===== src/hw/rtl/plist_pkg.sv =====
`timescale 1ns / 1ps
// Package for the positional list engine.
// Holds the command, status and sequencer state types and the result-load struct.
// Used by every module of the block; depends on nothing.
package plist_pkg;

  localparam int unsigned WORD_W = 32;
  localparam int unsigned LOC_W  = 16;
  localparam int unsigned POS_W  = 5;

  typedef enum logic [1:0] {
    FUNC_DISPLAY = 2'd0,
    FUNC_INSERT  = 2'd1,
    FUNC_DELETE  = 2'd2,
    FUNC_COUNT   = 2'd3
  } func_e;

  typedef enum logic [1:0] {
    STATUS_OK    = 2'd0,
    STATUS_FULL  = 2'd1,
    STATUS_EMPTY = 2'd2
  } status_e;

  typedef enum logic [3:0] {
    ST_IDLE,
    ST_INS_RD,
    ST_INS_WR,
    ST_DEL_RD,
    ST_DEL_WR,
    ST_STR_RD,
    ST_STR_OUT,
    ST_ONE
  } state_e;

  typedef struct packed {
    logic             load;
    logic             zero;
    logic [POS_W-1:0] pos;
    status_e          status;
    logic             last;
  } out_ctrl_t;

endpackage


===== src/hw/rtl/plist_mem.sv =====
`timescale 1ns / 1ps
// Element store of the positional list engine: one write port, one read port.
// The read data is registered and holds while no read is requested; needs plist_pkg.
module plist_mem import plist_pkg::*; #(
  parameter int unsigned DEPTH = 16,
  parameter int unsigned AW    = 4
) (
  input  logic                     clk_i,
  input  logic                     we_i,
  input  logic [AW-1:0]            waddr_i,
  input  logic signed [WORD_W-1:0] wdata_i,
  input  logic                     re_i,
  input  logic [AW-1:0]            raddr_i,
  output logic signed [WORD_W-1:0] rdata_o
);

  logic signed [WORD_W-1:0] mem_q [DEPTH];
  logic signed [WORD_W-1:0] rdata_q;

  always_ff @(posedge clk_i) begin
    if (we_i) begin
      mem_q[waddr_i] <= wdata_i;
    end
  end

  always_ff @(posedge clk_i) begin
    if (re_i) begin
      rdata_q <= mem_q[raddr_i];
    end
  end

  assign rdata_o = rdata_q;

endmodule


===== src/hw/rtl/plist_ctrl.sv =====
`timescale 1ns / 1ps
// Sequencer of the positional list engine: decodes a command, moves elements
// through the store, then streams the list or gives one result. Needs plist_pkg.
module plist_ctrl import plist_pkg::*; #(
  parameter int unsigned LIST_CAPACITY = 16,
  parameter int unsigned IW            = 4,
  parameter int unsigned CW            = 5
) (
  input  logic                     clk_i,
  input  logic                     rst_ni,
  input  logic                     in_valid_i,
  output logic                     in_ready_o,
  input  logic [1:0]               func_i,
  input  logic signed [WORD_W-1:0] value_i,
  input  logic [LOC_W-1:0]         location_i,
  input  logic                     can_load_i,
  output out_ctrl_t                out_ctrl_o,
  output logic [CW-1:0]            cnt_o,
  output logic                     mem_we_o,
  output logic [IW-1:0]            mem_waddr_o,
  output logic signed [WORD_W-1:0] mem_wdata_o,
  output logic                     mem_re_o,
  output logic [IW-1:0]            mem_raddr_o,
  input  logic signed [WORD_W-1:0] mem_rdata_i
);

  state_e                   state_q, state_d;
  logic [IW-1:0]            ptr_q, ptr_d;
  logic [IW-1:0]            tgt_q, tgt_d;
  logic [CW-1:0]            cnt_q, cnt_d;
  logic signed [WORD_W-1:0] val_q, val_d;
  status_e                  status_q, status_d;

  func_e         func;
  logic          list_full;
  logic          list_empty;
  logic          at_tgt;
  logic          at_end;
  logic [CW-1:0] ptr_inc;
  logic          str_last;
  logic [LOC_W-1:0] cnt_ext;
  logic          loc_low;

  assign func       = func_e'(func_i);
  assign list_full  = (cnt_q == CW'(LIST_CAPACITY));
  assign list_empty = (cnt_q == '0);
  assign at_tgt     = (ptr_q == tgt_q);
  assign at_end     = (ptr_q == IW'(cnt_q - CW'(1)));
  assign ptr_inc    = CW'(ptr_q) + CW'(1);
  assign str_last   = (ptr_inc == cnt_q);
  assign cnt_ext    = LOC_W'(cnt_q);
  assign loc_low    = (location_i <= LOC_W'(1));
  assign in_ready_o = (state_q == ST_IDLE);
  assign cnt_o      = cnt_q;

  always_comb begin
    state_d = state_q;
    case (state_q)
      ST_IDLE: begin
        if (in_valid_i) begin
          case (func)
            FUNC_DISPLAY: state_d = list_empty ? ST_ONE : ST_STR_RD;
            FUNC_INSERT:  state_d = list_full ? ST_STR_RD : ST_INS_RD;
            FUNC_DELETE:  state_d = list_empty ? ST_ONE : ST_DEL_RD;
            default:      state_d = ST_ONE;
          endcase
        end
      end
      ST_INS_RD:  state_d = at_tgt ? ST_STR_RD : ST_INS_WR;
      ST_INS_WR:  state_d = ST_INS_RD;
      ST_DEL_RD: begin
        if (at_end) begin
          state_d = (cnt_q == CW'(1)) ? ST_ONE : ST_STR_RD;
        end else begin
          state_d = ST_DEL_WR;
        end
      end
      ST_DEL_WR:  state_d = ST_DEL_RD;
      ST_STR_RD:  state_d = ST_STR_OUT;
      ST_STR_OUT: state_d = (can_load_i && str_last) ? ST_IDLE : ST_STR_OUT;
      ST_ONE:     state_d = can_load_i ? ST_IDLE : ST_ONE;
      default:    state_d = ST_IDLE;
    endcase
  end

  always_comb begin
    ptr_d       = ptr_q;
    tgt_d       = tgt_q;
    cnt_d       = cnt_q;
    val_d       = val_q;
    status_d    = status_q;
    mem_we_o    = 1'b0;
    mem_waddr_o = ptr_q;
    mem_wdata_o = mem_rdata_i;
    mem_re_o    = 1'b0;
    mem_raddr_o = ptr_q;
    out_ctrl_o  = '{load: 1'b0, zero: 1'b0, pos: '0, status: status_q, last: 1'b0};
    case (state_q)
      ST_IDLE: begin
        if (in_valid_i) begin
          val_d    = value_i;
          ptr_d    = '0;
          status_d = STATUS_OK;
          case (func)
            FUNC_DISPLAY: status_d = list_empty ? STATUS_EMPTY : STATUS_OK;
            FUNC_INSERT: begin
              if (list_full) begin
                status_d = STATUS_FULL;
              end else begin
                ptr_d = IW'(cnt_q);
                if (loc_low) begin
                  tgt_d = '0;
                end else if (location_i > cnt_ext) begin
                  tgt_d = IW'(cnt_q);
                end else begin
                  tgt_d = IW'(location_i - LOC_W'(1));
                end
              end
            end
            FUNC_DELETE: begin
              if (list_empty) begin
                status_d = STATUS_EMPTY;
              end else begin
                if (loc_low) begin
                  ptr_d = '0;
                end else if (location_i >= cnt_ext) begin
                  ptr_d = IW'(cnt_q - CW'(1));
                end else begin
                  ptr_d = IW'(location_i - LOC_W'(1));
                end
              end
            end
            default: status_d = STATUS_OK;
          endcase
        end
      end
      ST_INS_RD: begin
        if (at_tgt) begin
          mem_we_o    = 1'b1;
          mem_wdata_o = val_q;
          cnt_d       = cnt_q + CW'(1);
          ptr_d       = '0;
        end else begin
          mem_re_o    = 1'b1;
          mem_raddr_o = ptr_q - IW'(1);
        end
      end
      ST_INS_WR: begin
        mem_we_o = 1'b1;
        ptr_d    = ptr_q - IW'(1);
      end
      ST_DEL_RD: begin
        if (at_end) begin
          cnt_d = cnt_q - CW'(1);
          ptr_d = '0;
        end else begin
          mem_re_o    = 1'b1;
          mem_raddr_o = ptr_q + IW'(1);
        end
      end
      ST_DEL_WR: begin
        mem_we_o = 1'b1;
        ptr_d    = ptr_q + IW'(1);
      end
      ST_STR_RD: begin
        mem_re_o = 1'b1;
      end
      ST_STR_OUT: begin
        if (can_load_i) begin
          out_ctrl_o.load = 1'b1;
          out_ctrl_o.pos  = POS_W'(ptr_inc);
          out_ctrl_o.last = str_last;
          if (!str_last) begin
            ptr_d       = IW'(ptr_inc);
            mem_re_o    = 1'b1;
            mem_raddr_o = IW'(ptr_inc);
          end
        end
      end
      ST_ONE: begin
        out_ctrl_o.load = can_load_i;
        out_ctrl_o.zero = 1'b1;
        out_ctrl_o.last = 1'b1;
      end
      default: begin
        ptr_d = ptr_q;
      end
    endcase
  end

  always_ff @(posedge clk_i or negedge rst_ni) begin
    if (!rst_ni) begin
      state_q  <= ST_IDLE;
      cnt_q    <= '0;
      status_q <= STATUS_OK;
    end else begin
      state_q  <= state_d;
      cnt_q    <= cnt_d;
      status_q <= status_d;
    end
  end

  always_ff @(posedge clk_i) begin
    ptr_q <= ptr_d;
    tgt_q <= tgt_d;
    val_q <= val_d;
  end

endmodule


===== src/hw/rtl/positional_list_engine.sv =====
`timescale 1ns / 1ps
// Top level of the positional list engine: sequencer, element store and result register.
// Needs plist_pkg, plist_ctrl and plist_mem.
//
// An ordered list of up to LIST_CAPACITY signed words with insert and delete by
// one-based position, display and count. The list lives in a single-port-write,
// registered-read store, and one sequencer walks it: an insert moves every
// element behind the insertion point up by one and a delete moves every element
// behind the removed one down by one, each move being a read followed by a write
// of the store. Insert, delete and display then stream a non-empty list front
// first, after a read setup state, one result per cycle while the output does
// not stall; a count or a command that finds or leaves the list empty gives one
// result. A new command is taken only once the previous one has handed its last
// result to the output register, at the earliest in the cycle after.
module positional_list_engine import plist_pkg::*; #(
  parameter int unsigned LIST_CAPACITY = 16
) (
  input  logic                     clk_i,
  input  logic                     rst_ni,
  input  logic                     in_valid_i,
  output logic                     in_ready_o,
  input  logic [1:0]               func_i,
  input  logic signed [WORD_W-1:0] value_i,
  input  logic [LOC_W-1:0]         location_i,
  output logic                     out_valid_o,
  input  logic                     out_ready_i,
  output logic signed [WORD_W-1:0] element_value_o,
  output logic [POS_W-1:0]         element_position_o,
  output logic [POS_W-1:0]         item_count_o,
  output logic [1:0]               status_o,
  output logic                     last_o
);

  localparam int unsigned IW = $clog2(LIST_CAPACITY);
  localparam int unsigned CW = $clog2(LIST_CAPACITY + 1);

  out_ctrl_t                out_ctrl;
  logic [CW-1:0]            cnt;
  logic                     can_load;
  logic                     mem_we;
  logic [IW-1:0]            mem_waddr;
  logic signed [WORD_W-1:0] mem_wdata;
  logic                     mem_re;
  logic [IW-1:0]            mem_raddr;
  logic signed [WORD_W-1:0] mem_rdata;

  logic                     out_valid_q;
  logic signed [WORD_W-1:0] value_q;
  logic [POS_W-1:0]         pos_q;
  logic [POS_W-1:0]         count_q;
  status_e                  status_q;
  logic                     last_q;

  assign can_load = !out_valid_q || out_ready_i;

  plist_ctrl #(
    .LIST_CAPACITY(LIST_CAPACITY),
    .IW           (IW),
    .CW           (CW)
  ) u_ctrl (
    .clk_i       (clk_i),
    .rst_ni      (rst_ni),
    .in_valid_i  (in_valid_i),
    .in_ready_o  (in_ready_o),
    .func_i      (func_i),
    .value_i     (value_i),
    .location_i  (location_i),
    .can_load_i  (can_load),
    .out_ctrl_o  (out_ctrl),
    .cnt_o       (cnt),
    .mem_we_o    (mem_we),
    .mem_waddr_o (mem_waddr),
    .mem_wdata_o (mem_wdata),
    .mem_re_o    (mem_re),
    .mem_raddr_o (mem_raddr),
    .mem_rdata_i (mem_rdata)
  );

  plist_mem #(
    .DEPTH(LIST_CAPACITY),
    .AW   (IW)
  ) u_mem (
    .clk_i   (clk_i),
    .we_i    (mem_we),
    .waddr_i (mem_waddr),
    .wdata_i (mem_wdata),
    .re_i    (mem_re),
    .raddr_i (mem_raddr),
    .rdata_o (mem_rdata)
  );

  always_ff @(posedge clk_i or negedge rst_ni) begin
    if (!rst_ni) begin
      out_valid_q <= 1'b0;
    end else if (out_ctrl.load) begin
      out_valid_q <= 1'b1;
    end else if (out_ready_i) begin
      out_valid_q <= 1'b0;
    end
  end

  always_ff @(posedge clk_i) begin
    if (out_ctrl.load) begin
      value_q  <= out_ctrl.zero ? '0 : mem_rdata;
      pos_q    <= out_ctrl.pos;
      count_q  <= POS_W'(cnt);
      status_q <= out_ctrl.status;
      last_q   <= out_ctrl.last;
    end
  end

  assign out_valid_o        = out_valid_q;
  assign element_value_o    = value_q;
  assign element_position_o = pos_q;
  assign item_count_o       = count_q;
  assign status_o           = status_q;
  assign last_o             = last_q;

endmodule


===== config.mk =====
export PLATFORM = sky130hd
export DESIGN_NAME = positional_list_engine
export DESIGN_NICKNAME = d
export VERILOG_FILES = /design/src/hw/rtl/plist_pkg.sv /design/src/hw/rtl/plist_mem.sv /design/src/hw/rtl/plist_ctrl.sv /design/src/hw/rtl/positional_list_engine.sv
export SDC_FILE = /design/constraint.sdc
export NUM_CORES = 1
export LEC_CHECK = 0
export BUFFER_PORTS_ARGS = -buffer_cell sky130_fd_sc_hd__buf_2
export CAP_MARGIN = 20
export CORE_ASPECT_RATIO = 0.8
export CORE_MARGIN = 2
export CORE_UTILIZATION = 50
export CTS_BUF_LIST = sky130_fd_sc_hd__clkbuf_16
export CTS_CLUSTER_DIAMETER = 60
export CTS_CLUSTER_SIZE = 14
export DETAILED_ROUTE_END_ITERATION = 8
export PLACE_DENSITY = 0.71
export SLEW_MARGIN = 0
export SYNTH_ARGS = -nofsm -noshare
export SYNTH_HDL_FRONTEND = slang
export SYNTH_SLANG_ARGS = --single-unit
export TNS_END_PERCENT = 5

===== constraint.sdc =====
create_clock -name clk_i -period 9.9 [get_ports clk_i]
set_input_delay 2.97 -clock clk_i [delete_from_list [all_inputs] [get_ports clk_i]]
set_output_delay 2.97 -clock clk_i [all_outputs]
set_load 0.005 [all_outputs]

Word-level counts from Yosys, hierarchy flattened
Memory sizes are Yosys's and may differ from the RTL's. A register that Yosys moved wholly into a read port is not among the register bits.
Index checks and enable logic that the tools add are counted.
{ "word_totals": {"ff_bits": 97, "mem_bits_rw": 512, "input_bits": 54, "out_inout_bits": 47, "n_memories": 1} }
{ "mem_list": {"columns": ["memory", "depth", "word_bits", "rd", "rd_clocked_by_memory_dff", "write_ports", "line", "source"], "rows": [
  ["u_mem.mem_q", 16, 32, 1, 1, 1, "plist_mem.sv:17", "logic signed [WORD_W-1:0] mem_q [DEPTH];"]
]} }
{ "classes": {"add_sub_neg": 6, "n_lt_le_gt_ge": 3, "n_eq_ne": 17, "n_mux": 50, "bitwise_logic": 1, "reduce_logical": 16} }
{ "ops": {"columns": ["operator", "n"], "rows": [
  ["$mux 32", 2],
  ["$mux 4", 14],
  ["$pmux 4 s8", 1],
  ["$pmux 4 s3", 2],
  ["$pmux 4 s6", 1],
  ["$eq 4x3->1 const B", 4],
  ["$ge 16x5->1", 1],
  ["$gt 16x5->1", 1],
  ["$le 16x1->1 const B", 1],
  ["$mux 3", 5],
  ["$mux 1", 13],
  ["$mux 5", 2],
  ["$pmux 5 s2", 1],
  ["$eq 4x2->1 const B", 2],
  ["$eq 4x4->1", 2],
  ["$pmux 4 s2", 1],
  ["$reduce_and 4->1", 2],
  ["$sub 4x1->4 const B", 2],
  ["$mux 2", 3],
  ["$pmux 1 s2", 3],
  ["$reduce_bool 6->1", 1],
  ["$add 4x1->5 const B", 1],
  ["$add 5x1->5 const B", 1],
  ["$eq 5x1->1 const B", 1],
  ["other kinds (22)", 26]
]} }

Longest topological paths before layout
{ "logic_depth": {"word_depth": 7, "ltp_mapped": 15, "mapped_depth_nobuf": 11} }

By module
From an unflattened synthesis, not the netlist that was laid out.
{ "hier_totals": {"hier_cells": 1277, "area_unflattened_um2": 25373.1} }
{ "by_module_without_submodules": {"columns": ["mod", "instances", "cells_per_inst", "area_each_um2", "seq_area_each_um2"], "rows": [
  ["plist_mem", 1, 838, 20155.6, 16335.7],
  ["plist_ctrl", 1, 356, 3606.0, 1451.4],
  ["positional_list_engine", 1, 83, 1611.5, 1376.3]
]} }

Worst setup path before layout
OpenSTA, ideal clock, no wires.
{ "synth_timing": {"path_type": "in2reg", "start": "input out_ready_i", "end": "register pos_q[0], in the netlist element_position_o[0] (enable)", "setup_ns": 0.448, "arrival_time_ns": 4.919, "required_time_ns": 9.452, "setup_slack_ns": 4.533, "stages": 2, "cell_sequence": "nor2b_1 -> nor2_1"} }
{ "synth_lines": {"columns": ["element", "line", "source"], "rows": [
  ["start, declared", "positional_list_engine.sv:26", "input logic out_ready_i,"],
  ["end signal, assigned", "positional_list_engine.sv:105", "pos_q <= out_ctrl.pos;"],
  ["end, declared", "positional_list_engine.sv:49", "logic [POS_W-1:0] pos_q;"]
]} }

Final worst setup path
{ "layout_timing": {"start": "input out_ready_i", "end": "register u_mem.rdata_q[27], in the netlist u_mem.rdata_o[27] (read register of u_mem.mem_q) (data pin)"} }
{ "layout_via": {"elab_chain_cells": 3, "word_cells_on_any_way": 5, "cone_classes": "4 x mux; 1 x reduce/logical"} }
{ "layout_rtl": {"columns": ["element", "line", "source"], "rows": [
  ["$logic_or 1x1->1 *", "positional_list_engine.sv:54", "assign can_load = !out_valid_q || out_ready_i;"],
  ["$mux 1 / $mux 4 (equally long branches)", null, null],
  ["$pmux 1 s4 / $pmux 4 s3 (equally long branches)", "plist_ctrl.sv:98", "case (state_q)"],
  ["end, declared", "plist_mem.sv:18", "logic signed [WORD_W-1:0] rdata_q;"]
]} }
Mark *: on every way between the ends. The rest lies on a longest branch, timed or not.
A chain may end at the register's enable or synchronous reset.

==> results.toml <==
[job]
drv_cap = 0

[yosys]
synth_nets = 1604
async_reset_ff_share_pct = 1.72
synthSimpleGateAreaFrac_pct = 3.83
syn-cell-area_um2 = 26100
syn_inst = 1529
ys.flop_type = "edfxtp_1"
synth_top_family_by_area = "multiplexers"
ys_warn_count = 0
yosys.area_share.adder_pct = 1.00
yosys-mux-area-fraction_pct = 15.9
synth_compound_area_share_pct = 3.40
avgSynthCellArea_um2 = 17.1
synth_cell_type_count = 53
synthXorXnorAreaFrac_pct = 0.986
ys_ff_latch = 640
ys_seq_area_share_pct = 73.3
synth_edf_count = 629

[placed_design]
pre_cts_slack_ns = 3.57
placed_area_um2 = 27500
place.gp.congestion = 0.849
dp.cells = 2265
hpwl_um = 28600
io_buffers = 100

[floorplanning]
start_util_pct = 50.9
core-area_um2 = 51400
dieArea_um2 = 54200
die_h_um = 209
num_rows = 74
die_w_um = 260
ioPinCount = 101

[clock_network]
cts_tree = "yes"
post_cts_buffers = 0
cts_hold_buf = 0
cts_buffers = 54
cts_resized = 0
cts_root_buf = "clkbuf_16"
cts_buffer_depth = 3
cts.clk_slew.worst_paths_ns = 0.07
cts_sinks = 640
clock_latency_ns = 0.63
cts_htree_levels = 2

[timing]
fin_crit_ns = 5.70
setup_violations = 0
finalMaxSlewViolations = 0
rsz0062_at_grt = "false"
finalCritPeriodShare_pct = 57.6
hold_slack_ns = 0.461
fmax_mhz = 175
relSlewSlack_pct = 25.9
tns_ns = 0
skew_ns = 0.0217
final_hold_viol_count = 0
worst_slack_ns = 4.20
tightest_slew_ns = 1.11

[final_layout]
most-common-layout-cells = "edfxtp_1, mux2i_1, buf_2"
final_nets = 1715
post-route-cell-area_um2 = 29100
finalCoreUtilization_pct = 56.6
final_cells = 2340
drive_gt1_share_pct = 15.3
antennaDiodeCount = 0
syn_to_final_growth_pct = 11.3
final_common_cell = "edfxtp_1"

[routing]
drtIter0Drc = 1106
drt_drc_violations_left = 0
drtPass1Iterations = 5
via_count = 13700
drt-total-wl_um = 55600
postRouteAntennaNets = 0
viasPerCell = 5.84
wire_per_inst_um = 23.8

[power_and_ir_drop]
total_power_mw = 10.6
max-vdd-ir-drop_v = 0.000629
p_leak_nw = 10.2
power_density_nw_per_um2 = 365

[setup_path]
crit_required_ns = 10.26
start_kind = "input pin"
crit_slowest_cell = "buf_4"
critPathArrivalTime_ns = 6.06
crit_path_end_kind = "register"
crit_chain = "buf_2 > nor2b_1 > nor3_1 > a2bb2oi_4 > xnor2_4 > buf_4 > nor2b_1 > a211oi_1 > a211oi_1 > or4_1"
crit_type = "in2reg"
critPathMaxStageDelay_ns = 0.90
worstPathMaxFanout = 64
crit_buf_inv = 2
cp_top_family = "simple AND/OR/NAND/NOR gates"

[global_routing]
grt_pass1_vias = 13500
antenna_found_initial = 1
grt_max_degree = 137
grt_pass1_wl_um = 82900
grt_overflow_total = 0
grt_usage_pct = 20.7

[outcome]
outcome = "completed"

[hold_path]
hold_path.class = "reg2reg"
[layer usage]
layer  global-route usage, %  up-vias  routed length (um)
met1                    28.9     6948               24000
met4                    6.02        0                1480
li1                        -     6147                   -
met5                       0        -                   0
met2                    33.7      470               26600
met3                    3.16       92                3490
[power breakdown]
part	switching, mW	internal (mW)
logic	2.77	1.86
clock network	0.924	1.01
registers	0.206	3.86
total	3.90	6.72
[area by class of cell]
cell class	instances	area [um^2]
Multi-Input combinational cell	798	6730
Sequential cell	640	19200
Tap cell	684	856
Clock inverter	18	173
Inverter	15	56.3
Fill cell	3886	22300
Timing Repair Buffer	131	778
Clock buffer	54	1350
[worst register-to-register path: cells and delay by family (launching register included)]
| family | cells | cell delay (ns) |
|---|---|---|
| AOI/OAI and AO/OA | 4 | 1.09 |
| xor gates and xnor gates | 1 | 0.27 |
| adders and majority gates | 1 | 0.55 |
| buffers and inverters | 1 | 0.90 |
| DFF | 1 | 0.74 |
| and+or+nand+nor | 4 | 1.27 |
[cells in the mapped netlist (3+ instances only)]
master,count,area (um^2)
a21oi_1,10,50.1
or4_1,3,22.5
nor4_1,6,37.5
nand2b_1,6,37.5
buf_2,49,245
edfxtp_1,629,18900
nand2_1,37,139
o211ai_1,4,30.0
xor2_1,9,78.8
clkbuf_1,23,86.3
and2_1,35,219
nor2_1,68,255
mux2_2,33,372
xnor2_1,16,140
a22oi_1,5,37.5
nand4_1,5,31.3
nor3_1,17,85.1
nor2b_1,13,81.3
o22ai_1,67,419
nand3_1,9,45.0
or3_1,3,18.8
inv_1,15,56.3
mux2i_1,379,3790
a211oi_1,12,90.1
dfrtp_1,11,275
o21ai_0,13,65.1
ha_1,21,263
[sequential cells by signal (all words and copies together), names as in the netlist, 3 cells and up]
| name | cells |
|---|---|
| u_ctrl.tgt_q | 4 |
| u_ctrl.cnt_o | 5 |
| item_count_o | 5 |
| u_mem.rdata_o | 32 |
| u_ctrl.state_q | 3 |
| u_ctrl.val_q | 32 |
| element_value_o | 32 |
| u_mem.mem_q | 512 |
| u_ctrl.mem_waddr_o | 4 |
| element_position_o | 5 |
[cells by family after synthesis]
| logic type | Yosys count |
|---|---|
| buffers and inverters | 91 |
| DFF | 640 |
| and+or+nand+nor | 206 |
| AOI/OAI and AO/OA | 132 |
| muxes | 412 |
| adders and majority gates | 21 |
| xor gates and xnor gates | 27 |
[worst paths after layout]
check | depth (start not counted) | endpoint | slack, ns | startpoint
worst max-delay path | 10 | u_mem.rdata_o[27] | 4.20 | out_ready_i
worst min-delay path | 0 | status_o[0] | 0.46 | u_ctrl.status_q[0]
worst max register to register | 11 | u_mem.rdata_o[27] | 4.81 | u_ctrl.mem_waddr_o[0]
worst min register to register | 0 | status_o[0] | 0.46 | u_ctrl.status_q[0]
max in group asynchronous | 1 | u_ctrl.cnt_o[2] | 7.45 | rst_ni
min in group asynchronous | 1 | u_ctrl.state_q[1] | 2.22 | rst_ni
No activity file was read; power rests on OpenSTA's default activity.
